File: src/sv/assert_macros.svh
// Assertion macros shared by the dither core.
// Each macro expects clk and arst_n to be visible where it is used.
`ifndef ASSERT_MACROS_SVH
`define ASSERT_MACROS_SVH

// Consequent checked in the same cycle as the antecedent.
`define EDD_ASSERT_NOW(lbl, ante, cons, msg) \
	lbl: assert property (@(posedge clk) disable iff (!arst_n) (ante) |-> (cons)) \
		else $error(msg);

// Consequent checked in the cycle after the antecedent.
`define EDD_ASSERT_NEXT(lbl, ante, cons, msg) \
	lbl: assert property (@(posedge clk) disable iff (!arst_n) (ante) |=> (cons)) \
		else $error(msg);

`endif

File: src/sv/edd_pkg.sv
// Package for the RGBA error diffusion dither: widths, payload structs,
// register indexes and the depth-to-mask helper. No dependencies.
package edd_pkg;

	localparam int NCH       = 4;   // red, green, blue, alpha
	localparam int PIX_W     = 8;
	localparam int WIDE_W    = 12;  // channel scaled by 16
	localparam int SUM_W     = 14;  // pixel plus both error terms
	localparam int ERR_W     = 12;  // signed rounding error and stored error
	localparam int DEPTH_W   = 4;
	localparam int SIZE_W    = 11;
	localparam int CFG_IDX_W = 3;
	localparam int Q_DEPTH   = 3;   // farthest tap below-left

	localparam int MAX_WIDTH_DEF  = 1024;
	localparam int MAX_HEIGHT_DEF = 1024;

	localparam logic [SIZE_W-1:0]  SIZE_RST  = 11'd1024;
	localparam logic [DEPTH_W-1:0] DEPTH_RST = 4'd8;
	localparam logic [DEPTH_W-1:0] DEPTH_MIN = 4'd1;
	localparam logic [DEPTH_W-1:0] DEPTH_MAX = 4'd8;

	typedef enum logic [CFG_IDX_W-1:0] {
		CFG_IMAGE_WIDTH  = 3'd0,
		CFG_IMAGE_HEIGHT = 3'd1,
		CFG_RED_DEPTH    = 3'd2,
		CFG_GREEN_DEPTH  = 3'd3,
		CFG_BLUE_DEPTH   = 3'd4,
		CFG_ALPHA_DEPTH  = 3'd5
	} cfg_idx_t;

	typedef struct packed {
		logic [PIX_W-1:0] red_in;
		logic [PIX_W-1:0] green_in;
		logic [PIX_W-1:0] blue_in;
		logic [PIX_W-1:0] alpha_in;
	} pix_in_t;

	typedef struct packed {
		logic [PIX_W-1:0] red_out;
		logic [PIX_W-1:0] green_out;
		logic [PIX_W-1:0] blue_out;
		logic [PIX_W-1:0] alpha_out;
		logic             frame_done;
	} pix_out_t;

	typedef logic signed [ERR_W-1:0] err_t;
	typedef err_t [NCH-1:0] err_vec_t;

	// Per-channel quantizer results.
	typedef struct packed {
		logic [PIX_W-1:0] pix;
		err_t             e_half;
		err_t             e_quarter;
		err_t             e_eighth;
	} quant_res_t;

	// Mask of the dropped low bits of the 12-bit value for a kept depth.
	function automatic logic [WIDE_W-1:0] depth_mask(input logic [DEPTH_W-1:0] dep);
		logic [DEPTH_W-1:0] d;
		logic [WIDE_W:0]    one_hot;
		if (dep < DEPTH_MIN) begin
			d = DEPTH_MIN;
		end else if (dep > DEPTH_MAX) begin
			d = DEPTH_MAX;
		end else begin
			d = dep;
		end
		one_hot = (WIDE_W+1)'(1) << (DEPTH_W'(WIDE_W) - d);
		return WIDE_W'(one_hot - (WIDE_W+1)'(1));
	endfunction

endpackage

File: src/sv/edd_quant.sv
// One channel of the dither: sum, round to depth, split the error.
// Depends on edd_pkg.
module edd_quant import edd_pkg::*; (
	input  logic [PIX_W-1:0]  pix,
	input  err_t              carry,
	input  err_t              above,
	input  logic [WIDE_W-1:0] mask,
	output quant_res_t        res
);

	logic signed [SUM_W-1:0] v;
	logic signed [SUM_W-1:0] t;
	logic signed [SUM_W-1:0] keep;
	logic signed [SUM_W-1:0] q;
	logic signed [SUM_W-1:0] diff;
	err_t                    e;
	logic [PIX_W-1:0]        clip;

	always_comb begin
		v    = $signed({{(SUM_W-WIDE_W){1'b0}}, pix, 4'b0000})
			+ SUM_W'(carry) + SUM_W'(above);
		// round half down, floor on two's complement
		t    = v + $signed({{(SUM_W-WIDE_W+1){1'b0}}, mask[WIDE_W-1:1]});
		keep = $signed({{(SUM_W-WIDE_W){1'b1}}, ~mask});
		q    = t & keep;
		diff = v - q;
		e    = ERR_W'(diff);

		// divisions truncate toward zero: bias negatives before the shift
		res.e_half    = (e + $signed({{(ERR_W-1){1'b0}}, e[ERR_W-1]})) >>> 1;
		res.e_quarter = (e + $signed({{(ERR_W-2){1'b0}}, {2{e[ERR_W-1]}}})) >>> 2;
		res.e_eighth  = (e + $signed({{(ERR_W-3){1'b0}}, {3{e[ERR_W-1]}}})) >>> 3;

		if (q[SUM_W-1]) begin
			clip = '0;
		end else if (|q[SUM_W-2:WIDE_W]) begin
			clip = '1;
		end else begin
			clip = q[WIDE_W-1:WIDE_W-PIX_W];
		end
		res.pix = clip & ~mask[WIDE_W-1:WIDE_W-PIX_W];
	end

endmodule
File: config.mk
export PLATFORM = sky130hd
export DESIGN_NAME = edd_quant
export DESIGN_NICKNAME = d
export VERILOG_FILES = /design/src/sv/assert_macros.svh /design/src/sv/edd_pkg.sv /design/src/sv/edd_quant.sv
export SDC_FILE = /design/constraint.sdc
export NUM_CORES = 1
export LEC_CHECK = 0
export ABC_AREA = 1
export BUFFER_PORTS_ARGS = -buffer_cell sky130_fd_sc_hd__buf_2
export CAP_MARGIN = 20
export CORE_ASPECT_RATIO = 1.75
export CORE_MARGIN = 1.5
export CORE_UTILIZATION = 45
export DETAILED_ROUTE_END_ITERATION = 10
export PLACE_DENSITY = 0.72
export SLEW_MARGIN = 20
export SYNTH_ARGS = -nofsm -noshare
export SYNTH_HDL_FRONTEND = slang
export SYNTH_SLANG_ARGS = --single-unit
File: constraint.sdc
create_clock -name vclk -period 9.9
set_input_delay 1.98 -clock vclk [all_inputs]
set_output_delay 1.98 -clock vclk [all_outputs]
set_load 0.01 [all_outputs]
==> results of run 1 <==
[final cells by class]
| type | instances | area [sq um] |
|---|---|---|
| multi-input combinational | 418 | 2610 |
| tap | 80 | 100 |
| inverter | 63 | 236 |
| timing repair buffer | 88 | 440 |
| fill | 666 | 2840 |
[cell usage in the layout, fill, tap and decap left out, drive strengths merged]
cell     count
and2         2
o21ai       18
nand2      144
xor2        23
nor3         6
or3b         1
fa          10
o21bai       1
nand4        7
a21o         4
nand3b       1
or2          5
a31oi        2
nor2        63
nand3       47
xnor2        4
ha          43
buf         88
a21oi       34
o211ai       1
o2111ai      1
inv         62
a31o         1
clkinv       1
[layer usage]
| metal | track usage, % | part of all wire, % | vias to the layer above |
|---|---|---|---|
| met5 | 0 | 0 | - |
| met4 | 9.01 | 3.7 | 0 |
| met3 | 0.206 | 3.2 | 19 |
| met2 | 50.6 | 57 | 101 |
| met1 | 20.4 | 36 | 1533 |
| li1 | - | - | 1749 |
[per-stage QoR]
| stage | hold WS (ps) | area (sq um) | worst slack, ps |
|---|---|---|---|
| 2_1_floorplan | 4010 | 2900 | 1390 |
| 5_1_grt | 4250 | 3390 | 6.08 |
| 4_1_cts | 4240 | 3390 | 552 |
| 6_report | 4240 | 3390 | 497 |
| 3_3_place_gp | 4240 | 3390 | 707 |
| 3_5_place_dp | 4240 | 3390 | 578 |
[worst min-delay path by stage]
stage                     depth (start not counted)  slack, ps       to
after CTS                                         3       4240  res[42]
after global routing                              3       4250  res[42]
after global placement                            3       4240  res[36]
final                                             3       4240  res[42]
after detailed placement                          3       4240  res[42]
after floorplan                                   1       4010  res[36]
[critical path, delay by kind of cell]
kind,cells,cell delay (ps)
adders and majority gates,5,1810
xor gates and xnor gates,2,270
AOI/OAI and AO/OA,4,1000
and+or+nand+nor,17,1870
buffers and inverters,6,490
[synth_stat cells (all sizes together)]
| library cell | n |
|---|---|
| a21o | 4 |
| o2111ai | 1 |
| and2 | 2 |
| nand3b | 1 |
| or2 | 5 |
| o21ai | 18 |
| ha | 43 |
| buf | 7 |
| a31o | 1 |
| xnor2 | 4 |
| inv | 62 |
| or3b | 1 |
| clkinv | 1 |
| nor2 | 63 |
| fa | 10 |
| nor3 | 6 |
| a21oi | 34 |
| xor2 | 23 |
| a31oi | 2 |
| nand3 | 47 |
| o21bai | 1 |
| nand4 | 7 |
| nand2 | 144 |
| o211ai | 1 |
[cell families (layout without fill, tap and decap cells)]
group | Yosys count | after routing | share of synthesized area [%]
AO/OA/AOI/OAI | 62 | 62 | 11.7
XOR/XNOR | 27 | 27 | 9.31
adder cells (fa/ha/maj) | 53 | 53 | 25.4
buffers and inverters | 70 | 151 | 10.1
AND/OR/NAND/NOR | 276 | 276 | 43.5
==> results.md, run 1 <==
- Outcome: completed
- Yosys top cell by area: ha_1
- Setup TNS: 0 ps
- Max-slew violation total from the final report: 0
- Hold_buf cts: 0
- Final HPWL DP: 7080 um
- N_diodes: 0
- Cell Area, Synth: 2900 sq um
- Iter 0 DRT Violations: approximately 120
- Fin nets: 668
- Slowest stage cell, crit path: fa_1
- Critical Path RT: ~8000 ps
- Final min period: 9400 ps
- Global-route wire length before repair: 13100 um
- FFs & Latches: 0
- Post-CTS Setup Bufs: 0
- Die height: 109 um
- Sequential-to-total area share from yosys stat: 0%
- Cell mode on critical path: nand2_1
- Initial Utilization: 46.6%
- Final GP Congestion: 0.883
- Rel. slew slack: 69.5%
- Horiz. Die Dim: roughly 64 um
- Antenna-violating nets left: 0
- Number of port buffers: 88
- Ys Warns: 0
- Type of origin of the critical path: primary input
- Avg Synthesized Cell Area: just under 6 sq um
- # clk buffers: 0
- Crit-path max FO: 7
- Syn Inst Count: 488
- Row count: 38
- HP Start: mask[10]
- Setup CP Type: primary input to output port
- Via Count: 3402
- First-pass iteration count of the detailed router: 4
- Total GRT Usage: 22.7%
- Fin. Hold Viols: 0
- Full die area: 6960 sq um
- Layout cells sized above 1: 22.3%
- Post-synth top area share: between 10% and 20%
- Avg WL per Cell: 12.2 um
- # setup viols final: 0
- Final period utilization: 95.0%
- Pin count of the biggest net entering global routing: 12
- CP Data Arrival Time: 7420 ps
- Layout area overhead: 16.7%
- Number of non-filler instances in the completed layout: between 600 and 700
- Crit path largest cell delay: 530 ps
- Hold Crit Class: primary input to output port
- Number of global-route vias before repair: roughly 3300
- Area contributors post-synth: ha_1, nand2_1, inv_1, nand3_1, nor2_1
- Crit end category: output port
- Post-route core utilization: a little over half
- Placed cell count: approximately 650
- PostCTS Resize Cnt: 0
- RSZ-0062 raised after global routing: no
- Maxcap violations: 0
- Routed vias/inst: 5.24
- Worst Tran Pin Value: roughly 460 ps
- Seq. cell area: 0 sq um
- Crit path launch: pix[0]
- Initial antenna violation count: 0
- Synthesized net count: 585
- Core area: 6230 sq um
- Post-Route WL: between 7000 and 8000 um
- DRC Markers: 0
- Maximum achievable frequency: 106 MHz
- GRT overflow: 0
- Distinct cell type count after synthesis: 39
- Crit path capture: res[31]
- I/O pin cnt: 88
Power of run 1 is not shown: default switching activity piles up to over one toggle a cycle in this logic, so the estimate is an artifact.
==> run 2: changes to the inputs <==
- CORE_MARGIN: 1.5 -> unset
==> results.md, run 2 (synthesis gave the netlist of run 1 again) <==
- Outcome: completed
- Setup TNS: 0 ps
- Crit path largest cell delay: 530 ps
- Post-route core utilization: ~54%
- Horiz. Die Dim: 62.7 um
- N_diodes: 0
- I/O pin cnt: 88
- Die height: approximately 110 um
- Antenna-violating nets left: 0
- Row count: 38
- Iter 0 DRT Violations: 120
- Global-route wire length before repair: between 10000 and 15000 um
- Core area: 6230 sq um
- Hold Crit Class: primary input to output port
- Maxcap violations: 0
- Avg WL per Cell: 11.8 um
- Maximum achievable frequency: around 110 MHz
- FFs & Latches: 0
- Number of port buffers: 88
- First-pass iteration count of the detailed router: 5
- Routed vias/inst: around 5.2
- RSZ-0062 raised after global routing: no
- Hold endpoint: res[36]
- PostCTS Resize Cnt: 0
- Initial antenna violation count: 0
- Met2 wire len: 4280 um
- Crit-path max FO: 7
- DR top layer: met4
- Slowest stage cell, crit path: fa_1
- Pin count of the biggest net entering global routing: 12
- Final min period: 9380 ps
- Final GP Congestion: 0.890
- Critical Path RT: a little under 8000 ps
- Layout cells sized above 1: 22.3%
- Max-slew violation total from the final report: 0
- Fin. Hold Viols: 0
- HP Start: mask[4]
- Via Count: 3347
- Full die area: between 6000 and 7000 sq um
- WHS Path Cells: 3
- Rel. slew slack: a little over two thirds
- Post-Route WL: roughly 7600 um
- Setup CP Type: primary input to output port
- Final period utilization: 94.8%
- Worst Tran Pin Value: 440 ps
- Final HPWL DP: 6820 um
- DRC Markers: 0
- Initial Utilization: 46.6%
- Crit end category: output port
- Total GRT Usage: 22.6%
- Number of global-route vias before repair: 3166
- Hold_buf cts: 0
- Commonest non-fill, non-tap cell in the layout: nand2_1
- # setup viols final: 0
- Met1 WL: 2890 um
- CP Data Arrival Time: 7400 ps
- Type of origin of the critical path: primary input
- Seq. cell area: 0 sq um
- Fin nets: about 670
- Post-CTS Setup Bufs: 0
- GRT overflow: 0
- Cell mode on critical path: nand2_1
- Most frequent cells in the layout: nand2_1, buf_2, inv_1
- Met3 WL: 198 um
- Layout filler cell count: 662
- Layout area overhead: 16.7%
- # clk buffers: 0
run 2: worst max path at each step:
stage / end / depth (start not counted) / from
6_report: res[31] / 34 / pix[0]
5_1_grt: res[17] / 35 / pix[0]
4_1_cts: res[31] / 34 / pix[0]
3_5_place_dp: res[31] / 34 / pix[0]
3_3_place_gp: res[31] / 34 / pix[0]
2_1_floorplan: res[22] / 26 / pix[0]
run 2: critical path: cells and delay by family:
kind	cells	cell delay (ps)
AO/OA/AOI/OAI	4	1010
XOR/XNOR	2	270
adder cells (fa/ha/maj)	5	1800
buffers and inverters	6	480
AND/OR/NAND/NOR	17	1860
run 2: layout make-up:
cell class                      count  area, sq um  area share [%]
Timing Repair Buffer               88          440            13.0
Inverter                           63          236            6.98
Multi-Input combinational cell    418         2610            77.1
Tap cell                           80          100            2.96
run 2: through the flow:
step,cells,hold WS (ps),cell area [sq um],worst slack (ps)
after floorplan,488,4010,2900,1390
after CTS,649,4240,3390,579
final,649,4240,3390,519
after global routing,649,4250,3390,121
after detailed placement,649,4240,3390,610
after global placement,649,4240,3390,707
run 2: per-layer routing:
| layer | track usage (%) | up-vias |
|---|---|---|
| met3 | 0.422 | 20 |
| met4 | 8.80 | 0 |
| met5 | 0 | - |
| met2 | 49.3 | 103 |
| met1 | 21.2 | 1476 |
| li1 | - | 1748 |
Power of run 2 is left out for the same reason.
